===== config.mk =====
export PLATFORM = sky130hd
export DESIGN_NAME = gb3_back
export DESIGN_NICKNAME = d
export VERILOG_FILES = /design/src/gb3_pkg.sv /design/src/gb3_back.sv
export SDC_FILE = /design/constraint.sdc
export NUM_CORES = 1
export LEC_CHECK = 0
export BUFFER_PORTS_ARGS = -buffer_cell sky130_fd_sc_hd__buf_2
export CAP_MARGIN = 5
export CORE_AREA = 2 2 117 119
export CTS_CLUSTER_SIZE = 25
export DETAILED_ROUTE_END_ITERATION = 7
export DIE_AREA = 0 0 119 121
export PLACE_DENSITY_LB_ADDON = 0.12
export SYNTH_ARGS = -nofsm -noshare
export SYNTH_HDL_FRONTEND = slang
export SYNTH_SLANG_ARGS = --single-unit

===== constraint.sdc =====
create_clock -name clk -period 4.11 [get_ports clk]
set_input_delay 0.822 -clock clk [delete_from_list [all_inputs] [get_ports clk]]
set_output_delay 0.822 -clock clk [all_outputs]
set_load 0.05 [all_outputs]

===== src/gb3_pkg.sv =====
// Shared constants, types and helpers for the 3x3 Gaussian blur core.
package gb3_pkg;

    localparam int MAX_WIDTH  = 2048;
    localparam int MAX_HEIGHT = 2048;

    localparam int PIX_W   = 8;
    localparam int DIM_W   = 12;
    localparam int COL_W   = $clog2(MAX_WIDTH);
    localparam int ROW_W   = $clog2(MAX_HEIGHT);
    localparam int SUM_W   = PIX_W + 4;
    localparam int OUT_W   = 32;
    localparam int CFG_IDX_W = 4;

    localparam int QUEUE_DEPTH = 4;
    localparam int QPTR_W      = $clog2(QUEUE_DEPTH);
    localparam int QCNT_W      = $clog2(QUEUE_DEPTH + 1);

    localparam logic [CFG_IDX_W-1:0] REG_IMAGE_WIDTH  = CFG_IDX_W'(0);
    localparam logic [CFG_IDX_W-1:0] REG_IMAGE_HEIGHT = CFG_IDX_W'(1);

    localparam logic [DIM_W-1:0] WIDTH_RESET  = DIM_W'(640);
    localparam logic [DIM_W-1:0] HEIGHT_RESET = DIM_W'(480);
    localparam logic [DIM_W-1:0] DIM_MIN      = DIM_W'(3);

    // One classified pixel handed from the front end to the window datapath
    typedef struct packed {
        logic [PIX_W-1:0] pix;
        logic [PIX_W-1:0] above1;
        logic [PIX_W-1:0] above2;
        logic             emit;
        logic             last;
        logic [COL_W-1:0] col;
        logic [ROW_W-1:0] row;
    } gb3_item_t;

    function automatic logic [DIM_W-1:0] clamp_dim(
        input logic [DIM_W-1:0] v,
        input logic [DIM_W-1:0] maxv
    );
        logic [DIM_W-1:0] res;
        if (v < DIM_MIN)
        begin
            res = DIM_MIN;
        end
        else if (v > maxv)
        begin
            res = maxv;
        end
        else
        begin
            res = v;
        end
        return res;
    endfunction

endpackage


===== src/gb3_back.sv =====
// Back end: 3x3 window shift, Gaussian weighting and the output register.
module gb3_back (
    input  logic                          clk,
    input  logic                          rst_n,
    input  logic                          not_empty,
    input  gb3_pkg::gb3_item_t            head,
    output logic                          pop,
    output logic                          out_valid,
    input  logic                          out_ready,
    output logic [gb3_pkg::OUT_W-1:0]     out_data,
    output logic                          out_last
);

    // [0..2]: column c-2, rows r-2..r; [3..5]: column c-1
    logic [gb3_pkg::PIX_W-1:0] win_reg [6];
    logic [gb3_pkg::SUM_W-1:0] sum;
    logic                      out_valid_reg;
    logic [gb3_pkg::PIX_W-1:0] blurred_reg;
    logic [gb3_pkg::COL_W-1:0] col_reg;
    logic [gb3_pkg::ROW_W-1:0] row_reg;
    logic                      last_reg;

    always_comb
    begin
        pop = not_empty && (!out_valid_reg || out_ready);
        sum = gb3_pkg::SUM_W'(win_reg[0])
            + (gb3_pkg::SUM_W'(win_reg[3]) << 1)
            + gb3_pkg::SUM_W'(head.above2)
            + (gb3_pkg::SUM_W'(win_reg[1]) << 1)
            + (gb3_pkg::SUM_W'(win_reg[4]) << 2)
            + (gb3_pkg::SUM_W'(head.above1) << 1)
            + gb3_pkg::SUM_W'(win_reg[2])
            + (gb3_pkg::SUM_W'(win_reg[5]) << 1)
            + gb3_pkg::SUM_W'(head.pix);
    end

    always_ff @(posedge clk or negedge rst_n)
    begin
        if (!rst_n)
        begin
            for (int i = 0; i < 6; i++)
            begin
                win_reg[i] <= '0;
            end
            out_valid_reg <= 1'b0;
        end
        else
        begin
            if (pop)
            begin
                win_reg[0] <= win_reg[3];
                win_reg[1] <= win_reg[4];
                win_reg[2] <= win_reg[5];
                win_reg[3] <= head.above2;
                win_reg[4] <= head.above1;
                win_reg[5] <= head.pix;
                out_valid_reg <= head.emit;
            end
            else if (out_ready)
            begin
                out_valid_reg <= 1'b0;
            end
        end
    end

    always_ff @(posedge clk)
    begin
        if (pop && head.emit)
        begin
            blurred_reg <= sum[gb3_pkg::SUM_W-1:4];
            col_reg     <= head.col;
            row_reg     <= head.row;
            last_reg    <= head.last;
        end
    end

    always_comb
    begin
        out_valid = out_valid_reg;
        out_data  = gb3_pkg::OUT_W'({row_reg, col_reg, blurred_reg});
        out_last  = last_reg;
    end

endmodule


# After elaboration in Yosys (flattened, before gate mapping)
# Cells that the tools add are included.
# totals
ff_bits	80
in_bits	52
out_inout_bits	35
elab_cells	26
# op_classes
add_sub_neg	8
n_mux	2
n_reduce_logical	5
# ops
op	count
$add A12 B8 Y12	2
$add A12 B9 Y12	2
$add A11 B9 Y12	1
$add A12 B10 Y12	1
$add A10 B8 Y11	1
$add A8 B9 Y10	1
$logic_and A1 B1 Y1	2
$mux W1	2
$reduce_bool A2 Y1	1
$logic_not A1 Y1	1
$logic_or A1 B1 Y1	1

# Depth between registers and ports, before layout
# logic_depth
ltp_word	8
depth_mapped	14
depth_no_buf	14

# Worst setup path before layout
# OpenSTA, ideal clock, no wires.
# synth_path
path_type	in2reg
startpoint	input port head[28] in the netlist's numbering
endpoint	register blurred_reg[7] in the netlist's numbering, data pin
setup_time_ns	0.261
t_arrival_ns	4.352
required_ns	3.849
setup_slack_ns	-0.503
stages	13
path_buffers	0
path_cell_list	inv_1 fa_1 inv_1 fa_1 fa_1 inv_1 fa_1 inv_1 fa_1 a21o_1 a221oi_4 nor3_1 a311o_1
# synth_between
elab_chain_cells	7
# synth_lines
element	line_no	rtl
start: declaration	gb3_back.sv:6	input gb3_pkg::gb3_item_t head,
$add A10 B8 Y11	gb3_back.sv:28	+ gb3_pkg::SUM_W'(head.above2)
$add A11 B9 Y12	gb3_back.sv:29	+ (gb3_pkg::SUM_W'(win_reg[1]) << 1)
$add A12 B10 Y12	gb3_back.sv:30	+ (gb3_pkg::SUM_W'(win_reg[4]) << 2)
$add A12 B9 Y12	gb3_back.sv:31	+ (gb3_pkg::SUM_W'(head.above1) << 1)
$add A12 B8 Y12	gb3_back.sv:32	+ gb3_pkg::SUM_W'(win_reg[2])
$add A12 B9 Y12	gb3_back.sv:33	+ (gb3_pkg::SUM_W'(win_reg[5]) << 1)
$add A12 B8 Y12	gb3_back.sv:34	+ gb3_pkg::SUM_W'(head.pix);
named net sum, one bit	gb3_back.sv:16	logic [gb3_pkg::SUM_W-1:0] sum;
end signal: assignment	gb3_back.sv:70	blurred_reg <= sum[gb3_pkg::SUM_W-1:4];
end: declaration	gb3_back.sv:18	logic [gb3_pkg::PIX_W-1:0] blurred_reg;
# The timed path passes the listed nets, and every way through them passes these cells.
# A chain may end at the register's enable or synchronous reset.

# Final worst setup path
# layout_path
startpoint	input port head[27] in the netlist's numbering
endpoint	register blurred_reg[7] in the netlist's numbering, data pin
# The elaborated chain is that of the path after synthesis.

==> flow_metrics.tcl <==
set metrics [dict create \
    status "complete, but fails checks" \
    violations "negative setup slack" \
    place_ws_ns -0.533 \
    clk_pin_slew_ns 0.06 \
    finalWorstSetupSlack_ns -0.0320 \
    mostFrequentLayoutCell "inv_1" \
    worstPathMaxFanout 2 \
    largest_reg_flops 48 \
    clock_latency_ns 0.34 \
    place_congestion 0.761 \
    synth.distinct_cells 34 \
    regToRegEndpoint "blurred_reg[7]" \
    r2r_start "win_reg[2]" \
    grt_pass1_wl_um 15100 \
    yosysSeqAreaShare_pct 47.5 \
    fmax_ghz 0.241 \
    initial_core_util_pct 34.7 \
    area_growth_pct 27.1 \
    holdBufCountCts 0 \
    final_core_util_pct 44.1 \
    arrival_ns 4.23 \
    final_nets 638 \
    pin_count 87 \
    r2r_slack_ns 0.10 \
    grt_remaining_overflow 0 \
    cts_tree "built" \
    design.core.area_um2 13100 \
    cts_num_sinks 80 \
    cp.required_ns 4.20 \
    drive_above_1_share_pct 29.7 \
    rsz0062_at_grt "true" \
    finalCritPeriodShare_pct 101 \
    vias_per_cell 4.28 \
    layout_common_cells "84 x inv_1, 80 x buf_2, 71 x nand2_1" \
    grt_pass1_vias 3276 \
    period_minus_slack_ns 4.14 \
    cts_root_buf "clkbuf_16" \
    track_usage_pct 13.6 \
    synth.avg_cell_area_um2 11.1 \
    dpl.hpwl_um 6500 \
    ys_ff_latch 80 \
    drt.antenna.violating_nets 0 \
    antenna_found_initial 0 \
    hold_viol 0 \
    finalSetupTns_ns -0.0320 \
    cts_buffer_depth 2 \
    synth_warnings 0 \
    diodes 0 \
    wl_per_cell_um 11.9 \
    portBuffers 84 \
    die-width_um 119 \
    synth-simple-area-share_pct 8.92 \
    endpoint_kind "register" \
    synth_xor_area_share_pct 0.771 \
    initialDrtViolationCount 88 \
    path_class "input port to register" \
    htreeDepth 3 \
    drcViolationCount 0 \
    synthAdderAreaFrac_pct 26.5 \
    r2r_cells 12 \
    setup_viol 1 \
    fp-row-count 42 \
    cts_buffers 9 \
    cts_setup_buffers 0 \
    cp-start-kind "input port" \
    die_y_um 121 \
    dieArea_um2 14400 \
    design_area_um2 5780 \
    min_path_type "input port to async pin" \
    syn_area_um2 4550 \
    synthesis.instances 408 \
    finalClockSkew_ns 0.00606 \
    dr_total_vias 3002 \
    postPlaceCellArea_um2 5420 \
    synth_top_family_by_area "adder cells" \
    cap_viol_max_count 0 \
    totalWireLength_um 8330 \
    synth_compound_area_share_pct 6.66 \
    first_pass_iters 4 \
    synth_mux_area_share_pct 0.440 \
    timing.final.max_slew_violations 0 \
    grt_max_degree 55 \
]
==> synthesized netlist by cell type, drive strengths merged <==
library cell,instances,area share (%)
o21ai,40,4.4
xor2,1,0.19
edfxtp,31,20
mux2i,2,0.44
and2,1,0.14
and3,2,0.30
a21oi,6,0.66
a311o,1,0.22
nand2b,2,0.28
dfrtp,49,27
o21a,1,0.17
a21o,2,0.33
nor3,4,0.44
ha,13,3.6
xnor2,3,0.58
clkbuf,8,0.66
nand4b,3,0.58
nor3b,1,0.17
nand2,71,5.9
nand4,2,0.28
a221oi,1,0.58
or4b,1,0.22
o211ai,1,0.17
fa,52,23
nor2b,1,0.14
nand3,1,0.11
a31oi,1,0.14
inv,98,8.1
conb,1,0.082
buf,3,0.44
nor2,5,0.41
==> metrics by stage <==
stage | std cells | hold WS [ns]
2_1_floorplan | 409 | 0.442
3_3_place_gp | 686 | 0.458
3_5_place_dp | 686 | 0.464
4_1_cts | 702 | 0.419
5_1_grt | 702 | 0.438
6_report | 702 | 0.422
==> worst max-delay path by stage <==
stage	startpoint	to	slack (ns)
floorplan	head[27]	blurred_reg[7]	-0.26
global placement	head[27]	blurred_reg[7]	-0.51
detailed placement	head[27]	blurred_reg[7]	-0.53
CTS	head[26]	blurred_reg[7]	-0.04
global route	head[33]	blurred_reg[7]	-0.15
finish	head[27]	blurred_reg[7]	-0.03
==> critical path: stages <==
cell and delay [ns]:
buf_6 0.09, inv_8 0.03, fa_1 0.52, inv_1 0.05
fa_1 0.46, fa_1 0.51, fa_1 0.44, nor3b_2 0.18
fa_2 0.34, a21o_1 0.21, a221oi_4 0.24, nor3_1 0.07
a311o_1 0.27
==> repair_timing <==
action / CTS / global route
setup endpoints to repair: 4 / 4
pin swaps: 3 / 13
gates resized for setup: 8 / 12
==> cell families (layout without fill, tap and decap cells) <==
group / Yosys count / in the layout
AO/OA/AOI/OAI: 53 / 53
XOR/XNOR: 4 / 4
adder cells (fa/ha/maj): 65 / 65
buffers and inverters: 109 / 226
flip-flops: 80 / 80
multiplexers: 2 / 2
other: 1 / 2
AND/OR/NAND/NOR: 94 / 94
==> per-layer routing <==
layer	global-route usage, %	share of wire [%]	up-vias
met2	23.7	52	59
met1	15.8	42	1455
met4	4.91	1.7	0
met3	3.99	4.6	10
met5	0	0	-
li1	-	-	1478
==> final cells by class <==
| cell class | count | area [um2] |
|---|---|---|
| clock buffers | 9 | 225 |
| clock inverters | 7 | 78.8 |
| fillers | 1264 | 7310 |
| inverters | 98 | 378 |
| multi-input cells | 220 | 2060 |
| flip-flops and latches | 80 | 2160 |
| well taps | 176 | 220 |
| repair buffers | 112 | 659 |
Power is not shown: default switching activity piles up to over one toggle a cycle in this logic, so the estimate is an artifact.
