<file path="src/gb3_pkg.sv">
// Shared constants, types and helpers for the 3x3 Gaussian blur core.
package gb3_pkg;

    localparam int MAX_WIDTH  = 2048;
    localparam int MAX_HEIGHT = 2048;

    localparam int PIX_W   = 8;
    localparam int DIM_W   = 12;
    localparam int COL_W   = $clog2(MAX_WIDTH);
    localparam int ROW_W   = $clog2(MAX_HEIGHT);
    localparam int SUM_W   = PIX_W + 4;
    localparam int OUT_W   = 32;
    localparam int CFG_IDX_W = 4;

    localparam int QUEUE_DEPTH = 4;
    localparam int QPTR_W      = $clog2(QUEUE_DEPTH);
    localparam int QCNT_W      = $clog2(QUEUE_DEPTH + 1);

    localparam logic [CFG_IDX_W-1:0] REG_IMAGE_WIDTH  = CFG_IDX_W'(0);
    localparam logic [CFG_IDX_W-1:0] REG_IMAGE_HEIGHT = CFG_IDX_W'(1);

    localparam logic [DIM_W-1:0] WIDTH_RESET  = DIM_W'(640);
    localparam logic [DIM_W-1:0] HEIGHT_RESET = DIM_W'(480);
    localparam logic [DIM_W-1:0] DIM_MIN      = DIM_W'(3);

    // One classified pixel handed from the front end to the window datapath
    typedef struct packed {
        logic [PIX_W-1:0] pix;
        logic [PIX_W-1:0] above1;
        logic [PIX_W-1:0] above2;
        logic             emit;
        logic             last;
        logic [COL_W-1:0] col;
        logic [ROW_W-1:0] row;
    } gb3_item_t;

    function automatic logic [DIM_W-1:0] clamp_dim(
        input logic [DIM_W-1:0] v,
        input logic [DIM_W-1:0] maxv
    );
        logic [DIM_W-1:0] res;
        if (v < DIM_MIN)
        begin
            res = DIM_MIN;
        end
        else if (v > maxv)
        begin
            res = maxv;
        end
        else
        begin
            res = v;
        end
        return res;
    endfunction

endpackage

</file>
<file path="src/gb3_queue.sv">
// Short queue that decouples the front end from the window datapath.
module gb3_queue (
    input  logic                       clk,
    input  logic                       rst_n,
    input  logic                       push,
    input  gb3_pkg::gb3_item_t         push_item,
    input  logic                       pop,
    output logic                       not_empty,
    output gb3_pkg::gb3_item_t         head,
    output logic [gb3_pkg::QCNT_W-1:0] count
);

    gb3_pkg::gb3_item_t          slot_reg [gb3_pkg::QUEUE_DEPTH];
    logic [gb3_pkg::QPTR_W-1:0]  wr_ptr_reg;
    logic [gb3_pkg::QPTR_W-1:0]  rd_ptr_reg;
    logic [gb3_pkg::QCNT_W-1:0]  count_reg;
    logic [gb3_pkg::QCNT_W-1:0]  count_next;

    always_comb
    begin
        count_next = count_reg;
        if (push && !pop)
        begin
            count_next = count_reg + gb3_pkg::QCNT_W'(1);
        end
        else if (pop && !push)
        begin
            count_next = count_reg - gb3_pkg::QCNT_W'(1);
        end
        not_empty = count_reg != '0;
        head      = slot_reg[rd_ptr_reg];
        count     = count_reg;
    end

    always_ff @(posedge clk or negedge rst_n)
    begin
        if (!rst_n)
        begin
            wr_ptr_reg <= '0;
            rd_ptr_reg <= '0;
            count_reg  <= '0;
        end
        else
        begin
            count_reg <= count_next;
            if (push)
            begin
                wr_ptr_reg <= wr_ptr_reg + gb3_pkg::QPTR_W'(1);
            end
            if (pop)
            begin
                rd_ptr_reg <= rd_ptr_reg + gb3_pkg::QPTR_W'(1);
            end
        end
    end

    always_ff @(posedge clk)
    begin
        if (push)
        begin
            slot_reg[wr_ptr_reg] <= push_item;
        end
    end

endmodule

</file>
<file path="config.mk">
export PLATFORM = sky130hd
export DESIGN_NAME = gb3_queue
export DESIGN_NICKNAME = d
export VERILOG_FILES = /design/src/gb3_pkg.sv /design/src/gb3_queue.sv
export SDC_FILE = /design/constraint.sdc
export NUM_CORES = 1
export LEC_CHECK = 0
export BUFFER_PORTS_ARGS = -buffer_cell sky130_fd_sc_hd__buf_2
export CORE_ASPECT_RATIO = 0.8
export CORE_MARGIN = 5
export CORE_UTILIZATION = 61
export CTS_CLUSTER_DIAMETER = 100
export CTS_CLUSTER_SIZE = 16
export DETAILED_ROUTE_END_ITERATION = 12
export PLACE_DENSITY = 0.85
export SYNTH_ARGS = -nofsm -noshare
export SYNTH_HDL_FRONTEND = slang
export SYNTH_SLANG_ARGS = --single-unit
</file>
<file path="constraint.sdc">
create_clock -name clk -period 6 [get_ports clk]
set_input_delay 0.6 -clock clk [delete_from_list [all_inputs] [get_ports clk]]
set_output_delay 0.6 -clock clk [all_outputs]
set_load 0.03 [all_outputs]
</file>
* Yosys cells after proc, flatten, opt, wreduce, memory -nomap -nowiden
Memory sizes are Yosys's and may differ from the RTL's.
Index checks and enable logic that the tools add are counted.
** Operators by class
- Reduce and logical (&&, ||, !) cells :: 6
- Multiplexer cells :: 4
- Add/subtract/negate cells :: 4
** Operators by type and width (number)
- two-way mux 3 bit :: 2
- adder 2 x 1 -> 2 bit, second input constant :: 2
- adder 3 x 1 -> 3 bit, second input constant :: 1
- nonzero test 3 bit :: 1
- subtractor 3 x 1 -> 3 bit, second input constant :: 1
- logical AND 1 bit :: 2
- logical NOT 1 bit :: 2
- two-way mux 1 bit :: 2
- nonzero test 2 bit :: 1
** Word-level totals
- Output and inout bits :: 52
- Memories kept :: 1
- Register bits after elaboration :: 7
- Memory bits (writable) :: 192
** Memory list
- slot_reg :: depth 4, width 48, read ports 1, clocked after memory_dff 0, write ports 1, line gb3_queue.sv:13 : gb3_pkg::gb3_item_t slot_reg [gb3_pkg::QUEUE_DEPTH];

* Logic depth before layout (Yosys ltp)
Gate-level depths: netlist of run 1.
- Word-level depth :: 4
- Depth in mapped cells :: 7
- Depth with buffers taken out :: 7

* Worst setup path after synthesis of run 1
No wires, ideal clock.
- Kind :: register to register
- Start point :: register wr_ptr_reg[0] in the netlist's numbering
- End point :: memory slot_reg[2][0] in the netlist's numbering, enable pin
- Required time :: 5590 ps
- Slack :: 3822 ps
- Setup time :: 410 ps
- Stages on the path, launching flop included :: 4
- Arrival time :: 1768 ps
- Cell sequence :: dfrtp_1 > inv_1 > ha_1 > and2_1
** RTL lines
- from (decl) :: line gb3_queue.sv:14 : logic [gb3_pkg::QPTR_W-1:0] wr_ptr_reg;
- from (signal assigned) :: line gb3_queue.sv:48 : wr_ptr_reg <= wr_ptr_reg + gb3_pkg::QPTR_W'(1);
- to (decl) :: line gb3_queue.sv:13
Straight into the memory's write port.

==> results.md, run 1 <==
- The hold violation count in the final report was 0.
- The kind of end point of the critical path is an output pin.
- The type of the worst setup path is flip-flop to output pin.
- Max-cap violations in this run came to 0.
- Power spread over the standard cell area amounts to between 500 and 600 nW/um^2.
- The first global-routing pass estimated 19220 um of wire.
- The maximum vdd ir drop is approximately 380 uV.
- The number of clock buffers added by TritonCTS is 17.
- The worst path meets setup with 3047 ps of slack.
- The worst clock skew is 8.903 ps.
- The distinct cell type count after synthesis is 18.
- The tightest min-delay check is of the primary input to flip-flop type.
- Based on the critical path, the design can be clocked at up to 0.3387 GHz.
- Entering global routing, the biggest net connects 51 pins.
- The data arrival time of the critical path is around 2400 ps.
- The count of pins on the block boundary is approximately 100.
- The number of port buffers is roughly 100.
- The synthesized net count is ~340.
- The growth of design area from synthesis to finish is 16.38%.
- For this run, the number of Yosys warnings is 0.
- The total via count after detailed routing is ~3.3k.
- The die covers 14390 um^2.
- In this run the static leakage power is ~0.0030 uW.
- The count of clock tree sinks is a little under 200.
- The synthesized instance count is approximately 280.
- The clock passes through at most 2 buffers.
- The flip-flop count of the largest register, all copies and words added is 192.
- The HPWL after detailed placement is 7650 um.
- The clock network latency to the later pin of the worst-skew pair is between 400 and 500 ps.
- At the end of the flow the core is filled with cells to between 70 and 80%.
- The number of nets with antenna violations after routing is 0.
- The CTS root buffer is clkbuf_16.
- The effective utilization at floorplan is between 60% and 70%.
- After the first detailed-routing iteration, the DRC count stood at between 200 and 250.
- The flow ran to the end, and the final reports show no timing, DRC or antenna violations.
- Of all nets on the critical path, the largest fanout is 50.
- The post-placement setup slack is around 3400 ps.
- From left edge to right edge, the die measures roughly 130 um.
- The post-route netlist has about 46% of its cells at a drive strength greater than 1.
- Each instance of the synthesized netlist takes up on average ~26 um^2.
- The number of global-route vias before repair is 3518.
- STA puts the critical path data required time at 5400 ps.
- The routed wire length is ~12000 um.
- Synthesis inferred 199 register bits.
- The buffers inserted during post-CTS setup optimization is 0.
- TritonCTS built the clock tree.
- The final-report setup violation count is 0.
- In this run the vertical extent of the chip is ~110 um.
- Summed over all failing endpoints, the final setup total negative slack is 0 ps.
- The core region is approximately 12000 um^2.
- In this run the core area contains 35 standard-cell rows.
- For this run, design rule violations remaining after detail routing come to 0.
- The sequential area share after synthesis is around 80%.
- Fill cells in the final layout number ~660.
- The final weighted congestion of routability-driven global placement is about 0.7.
- The worst path uses between 40% and 50% of the clock period.
- The cell area that synthesis handed to floorplanning was 7370 um^2.
- Global routing used between 10% and 20% of the available tracks.
- Gates resized during post-CTS repair numbered 0.
- The initial antenna violation count is 2.
- The routed via count divided by cell count is just under 6.
- After clock tree synthesis, the clock-pin slew on the worst setup and hold paths is ~70 ps.
- The final routed wire length divided by cell count is ~22 um.
- The launching element type of the critical path is a flip-flop.
- The max-slew violation count is 0.
- At the pin with the least slew margin, the transition time is 979.9 ps.
- Setup repair after global routing left no endpoint under its margin.
- The worst pin sits at a relative slew slack of between 30% and 40%.
- The pre-antenna-repair detailed-routing pass consisted of 4 iterations.
- After global routing the overflow that remains totals 0.
- The final net count is approximately 460.
- The clock period could shrink to just under 3000 ps.
- The count of H-tree levels built during CTS is 4.
-- per-stage QoR --
stage                     cells  power, uW  hold slack [ps]  instance area, um^2
final                       563       4544            389.1                 8577
after global routing        562       4754            376.1                 8574
after CTS                   562       4603            370.0                 8574
after detailed placement    529       3478            452.5                 7979
after global placement      529       3440            436.0                 7979
after floorplan             284       3135            304.4                 7370
-- worst paths after layout --
kind                                      startpoint                   endpoint  slack (ps)  cells past startpoint
min in group asynchronous                      rst_n       count[0]$_DFFE_PN0P_         570                      2
setup / recovery           rd_ptr_reg[0]$_DFFE_PN0P_                   head[38]        3050                      2
setup reg to reg           wr_ptr_reg[1]$_DFFE_PN0P_  slot_reg[1][15]$_DFFE_PP_        3920                      4
hold reg to reg                 count[2]$_DFFE_PN0P_       count[2]$_DFFE_PN0P_         510                      1
max in group asynchronous                      rst_n  rd_ptr_reg[0]$_DFFE_PN0P_        5240                      2
hold / removal                         push_item[22]  slot_reg[2][22]$_DFFE_PP_         390                      1
-- synthesized netlist by cell type (all sizes together) --
master  instances  area, um^2
ha              5       62.56
buf            11       138.9
dfrtp           7       175.2
or3             1       6.260
mux2            1       11.26
nor2            1       3.750
xnor2           2       17.52
inv             4       15.01
mux4           48        1081
nand2           2       7.510
edfxtp        192        5766
o21ai           1       5.000
and2            4       25.02
xor2            4       35.03
fa              1       20.02
-- kinds of logic (layout without fill, tap and decap cells) --
kind of cell               count (synthesis)  after routing  share of synthesized area, %
DFF                                      199            199                         80.61
muxes                                     49             49                         14.82
and+or+nand+nor                            8              8                        0.5772
buffers and inverters                     15            145                         2.088
AOI/OAI and AO/OA                          1              1                       0.06785
adders and majority gates                  6              6                         1.121
other                                      0              1                             0
xor gates and xnor gates                   6              6                        0.7131
-- placed cells by master, fill, tap and decap left out --
cell type,instances
xor2_1,4
clkbuf_16,17
clkinv_1,3
clkinvlp_4,1
dlygate4sd3_1,1
o21ai_0,1
clkinv_4,2
edfxtp_1,192
clkinv_2,1
or3_1,1
clkbuf_1,3
nand2_1,2
xnor2_1,2
dfrtp_4,1
diode_2,1
mux2_2,1
inv_1,4
nor2_1,1
ha_1,5
buf_2,103
inv_6,2
bufinv_16,3
mux4_2,48
dfrtp_1,5
and2_2,4
fa_1,1
buf_4,5
dfrtp_2,1
-- report_power, final --
part | leakage, uW | switching (uW) | internal, uW | total (uW)
sequential | 0.00184 | 181 | 1820 | 2000
combinational | 0.000852 | 875 | 542 | 1420
clock | 0.000282 | 470 | 655 | 1120
total | 0.00298 | 1530 | 3020 | 4540
-- layout make-up --
type | count | area [um^2] | share of cell area (%)
flip-flops and latches | 199 | 5946 | 69.32
inverters | 4 | 15.01 | 0.1751
repair buffers | 109 | 563.0 | 6.565
clock buffers | 20 | 436.7 | 5.091
diodes | 1 | 2.502 | 0.02918
clock inverters | 12 | 148.9 | 1.736
well taps | 148 | 185.2 | 2.159
multi-input cells | 70 | 1280 | 14.92
-- worst max-delay path, cell delays in order, from the launching register on --
cell	delay, ps
dfrtp_4	1080
mux4_2	640
buf_2	200
-- routing by layer --
metal | global-route usage (%) | part of all wire, % | up-vias
li1 | - | - | 1436
met5 | 0 | 0.11 | -
met3 | 7.814 | 8.8 | 17
met2 | 28.37 | 49 | 101
met1 | 23.67 | 41 | 1704
met4 | 6.231 | 1.2 | 4
-- what timing repair did --
action / in CTS / in global routing
setup endpoints to repair: 0 / 0
hold buffers: 1 / 0
endpoints found under the hold margin: 6 / 0
(Power assumes the default switching activity.)
==> run 2: changes to the inputs <==
--- a/config.mk
+++ b/config.mk
@@ -8,11 +8,11 @@
 export BUFFER_PORTS_ARGS = -buffer_cell sky130_fd_sc_hd__buf_2
 export CORE_ASPECT_RATIO = 0.8
 export CORE_MARGIN = 5
-export CORE_UTILIZATION = 61
+export CORE_UTILIZATION = 51
 export CTS_CLUSTER_DIAMETER = 100
 export CTS_CLUSTER_SIZE = 16
 export DETAILED_ROUTE_END_ITERATION = 12
-export PLACE_DENSITY = 0.85
+export PLACE_DENSITY = 0.76
 export SYNTH_ARGS = -nofsm -noshare
 export SYNTH_HDL_FRONTEND = slang
 export SYNTH_SLANG_ARGS = --single-unit
==> constraint.sdc (replaced) <==
create_clock -name clk -period 2.5 [get_ports clk]
set_input_delay 0.25 -clock clk [delete_from_list [all_inputs] [get_ports clk]]
set_output_delay 0.25 -clock clk [all_outputs]
set_load 0.03 [all_outputs]
==> run 2 against run 1 <==
  * Hold slack lost 350 ps
  * Cell count grew 7.6%
  * Critical endpoint is now head[2]
  * Sequential cell count is the same
  * Critical path depth grew 1
  * Cell area grew 1.7%
==> results.md, run 2 (synthesized netlist as in run 1, its figures left out) <==
- The width of the die is 144.4 um.
- After routing, the total negative slack on setup checks comes to 0 ps.
- Hold timing on the final database bottoms out at a slack of 35.80 ps.
- The initial detailed-routing violation count is around 210.
- The max-slew violation count was 0.
- The wire-length estimate of the detail-placed layout is ~8000 um.
- In this run the standard cell core region covers between 10000 and 15000 um^2.
- Walking the worst path, the cells encountered are buf_12 > mux4_2 > buf_2.
- The count of H-tree levels built during CTS is 4.
- The relative slew slack is roughly 69%.
- Clock latency on the worst-skew pair, taken at its later pin, is 430 ps.
- The routed wire length is roughly 13000 um.
- At the placement stage, the worst setup path has a slack of between 500 and 600 ps.
- The time the final worst path needs with I/O delays and setup is approximately 2300 ps.
- At the end of the flow, the number of nets in the layout was approximately 470.
- In the final layout, the share of cells above drive strength 1 is between 40% and 50%.
- Setup repair after global routing left no endpoint under its margin.
- The longest clock path from root to sink contains 2 buffers.
- The launching element type of the critical path is a flip-flop.
- The routed via count divided by cell count is around 5.4.
- The completed layout was analyzed and its total power is 11140 uW.
- After clock tree synthesis, the clock-pin slew on the worst setup and hold paths is roughly 60 ps.
- The maximum fanout count along the critical path is 27.
- The footprint of the multi-input gates is 1280 um^2.
- For this design, the sink count on the clock tree is about 200.
- The final routed DRC violation total is 0.
- Relative to the synthesized area, the layout overhead comes to 18.40%.
- The count of pins on the block boundary is between 100 and 150.
- The post-cts resize count is 0.
- The final routed wire length divided by cell count is about 21 um.
- The detailed router placed 3252 vias in this run.
- Row generation in the floorplan step produced 39 rows.
- Among all stages on the critical path, the largest delay is contributed by dfrtp_4.
- The number of global-route vias before repair is around 3.6k.
- The final weighted congestion of routability-driven global placement is slightly above 0.7.
- The worst setup path is captured at an output pin.
- The slew at the pin with the worst max-slew slack is roughly 460 ps.
- The final-report setup violation count is 0.
- For this run the aggregate overflow at the end of global routing stands at 0.
- The register area is approximately 5900 um^2.
- The first-pass GRT wire length is around 20000 um.
- The maximum achievable frequency is around 0.43 GHz.
- The number of optimization iterations in the first detailed-route pass is 4.
- Between clock sinks in the finished design, the worst skew comes to about 9 ps.
- The effective utilization at floorplan is 51.72%.
- Counting the fill cells in the layout gives 1007.
- The required arrival time at the worst endpoint is 2250 ps.
- The number of nets with antenna violations after routing is 0.
- The worst hold path class is primary input to flip-flop.
- The reported max-cap violation count is 0.
- The flow ran to the end, and the final reports show no timing, DRC or antenna violations.
- The worst setup path is of the flip-flop to output pin kind.
- At the worst endpoint, the arrival time is approximately 2100 ps.
- The maximum vdd ir drop is 859.2 uV.
- The hold violation count in the final report is 0.
- CTS placed an instance of clkbuf_16 at the clock tree root.
- The number of buffers created by CTS is 17.
- The area enclosed by the die boundary is roughly 17000 um^2.
- In this run the tool buffered the top-level ports with just over 100 buffer cells.
- In this run the static leakage power is roughly 0.003 uW.
- The final critical path takes up between 90% and 100% of the cycle.
- In this run the power density over the cells is roughly 1300 nW/um^2.
- The delay of the slowest cell on the worst path is roughly 610 ps.
- The global routing usage summed across all routing layers is 15.93%.
- The maximum number of pins on one net before global-route repair is 28.
- The commonest non-fill, non-tap cell in the layout is edfxtp_1.
- TritonCTS built the clock tree.
- The minimum setup slack in the final design is 155.8 ps.
- The y dimension of the die is between 100 and 150 um.
- The initial antenna violation count was 0.
- The total of hold buffers inserted after clock tree synthesis is 1.
- The flip-flop count of the largest register, all copies and words added is approximately 190.
- Buffers added to address setup during post-CTS repair amount to 0.
- In the layout the commonest cells are 192 x edfxtp_1, 103 x buf_2, 48 x mux4_2.
-- run 2: cell types whose count changed in the layout (fill, tap and decap cells not counted), sizes merged --
cell and change:
buf +7, clkbuf -3, inv +2, bufinv +1
-- run 2: final timing paths --
path	from	to	slack, ps	cells past startpoint
hold reg to reg	count[2]$_DFFE_PN0P_	count[2]$_DFFE_PN0P_	500	1
min in group asynchronous	rst_n	wr_ptr_reg[0]$_DFFE_PN0P_	210	2
hold / removal	push_item[26]	slot_reg[2][26]$_DFFE_PP_	40	1
max in group asynchronous	rst_n	rd_ptr_reg[0]$_DFFE_PN0P_	2100	2
setup reg to reg	wr_ptr_reg[0]$_DFFE_PN0P_	slot_reg[0][18]$_DFFE_PP_	920	4
setup / recovery	rd_ptr_reg[0]$_DFFE_PN0P_	head[2]	160	3
-- run 2: layer usage --
metal | GRT usage [%] | part of all wire (%) | routed length [um]
met5 | 0 | 0 | 0
met1 | 21.98 | 43 | 5485
met2 | 24.07 | 48 | 6053
met4 | 5.070 | 1.1 | 138
met3 | 5.646 | 8.3 | 1051
-- run 2: power breakdown --
group / leakage [uW] / switching (uW) / internal, uW / total (uW)
clock: 0.000309 / 1160 / 1680 / 2840
sequential: 0.00184 / 232 / 4370 / 4600
combinational: 0.000893 / 2320 / 1370 / 3690
-- run 2: critical path, delay by kind of cell, from the launching register on --
kind | cells | cell delay [ps]
mux | 1 | 550
flops | 1 | 610
buf+inv | 2 | 480
-- run 2: through the flow --
stage / cell area, um^2 / util [%] / cells
final: 8726 / 61.24 / 606
after global routing: 8723 / 61.22 / 605
after CTS: 8723 / 61.22 / 605
after detailed placement: 8089 / 56.77 / 572
after global placement: 8089 / 56.77 / 572
after floorplan: 7370 / - / 284
-- run 2: area by class of cell --
cell class | instances | share of cell area (%)
sequential | 199 | 68.14
tap | 184 | 2.638
multi-input combinational | 70 | 14.67
timing repair buffer | 116 | 7.198
clock buffer | 17 | 4.875
clock inverter | 15 | 2.280
antenna | 1 | 0.02868
inverter | 4 | 0.1721
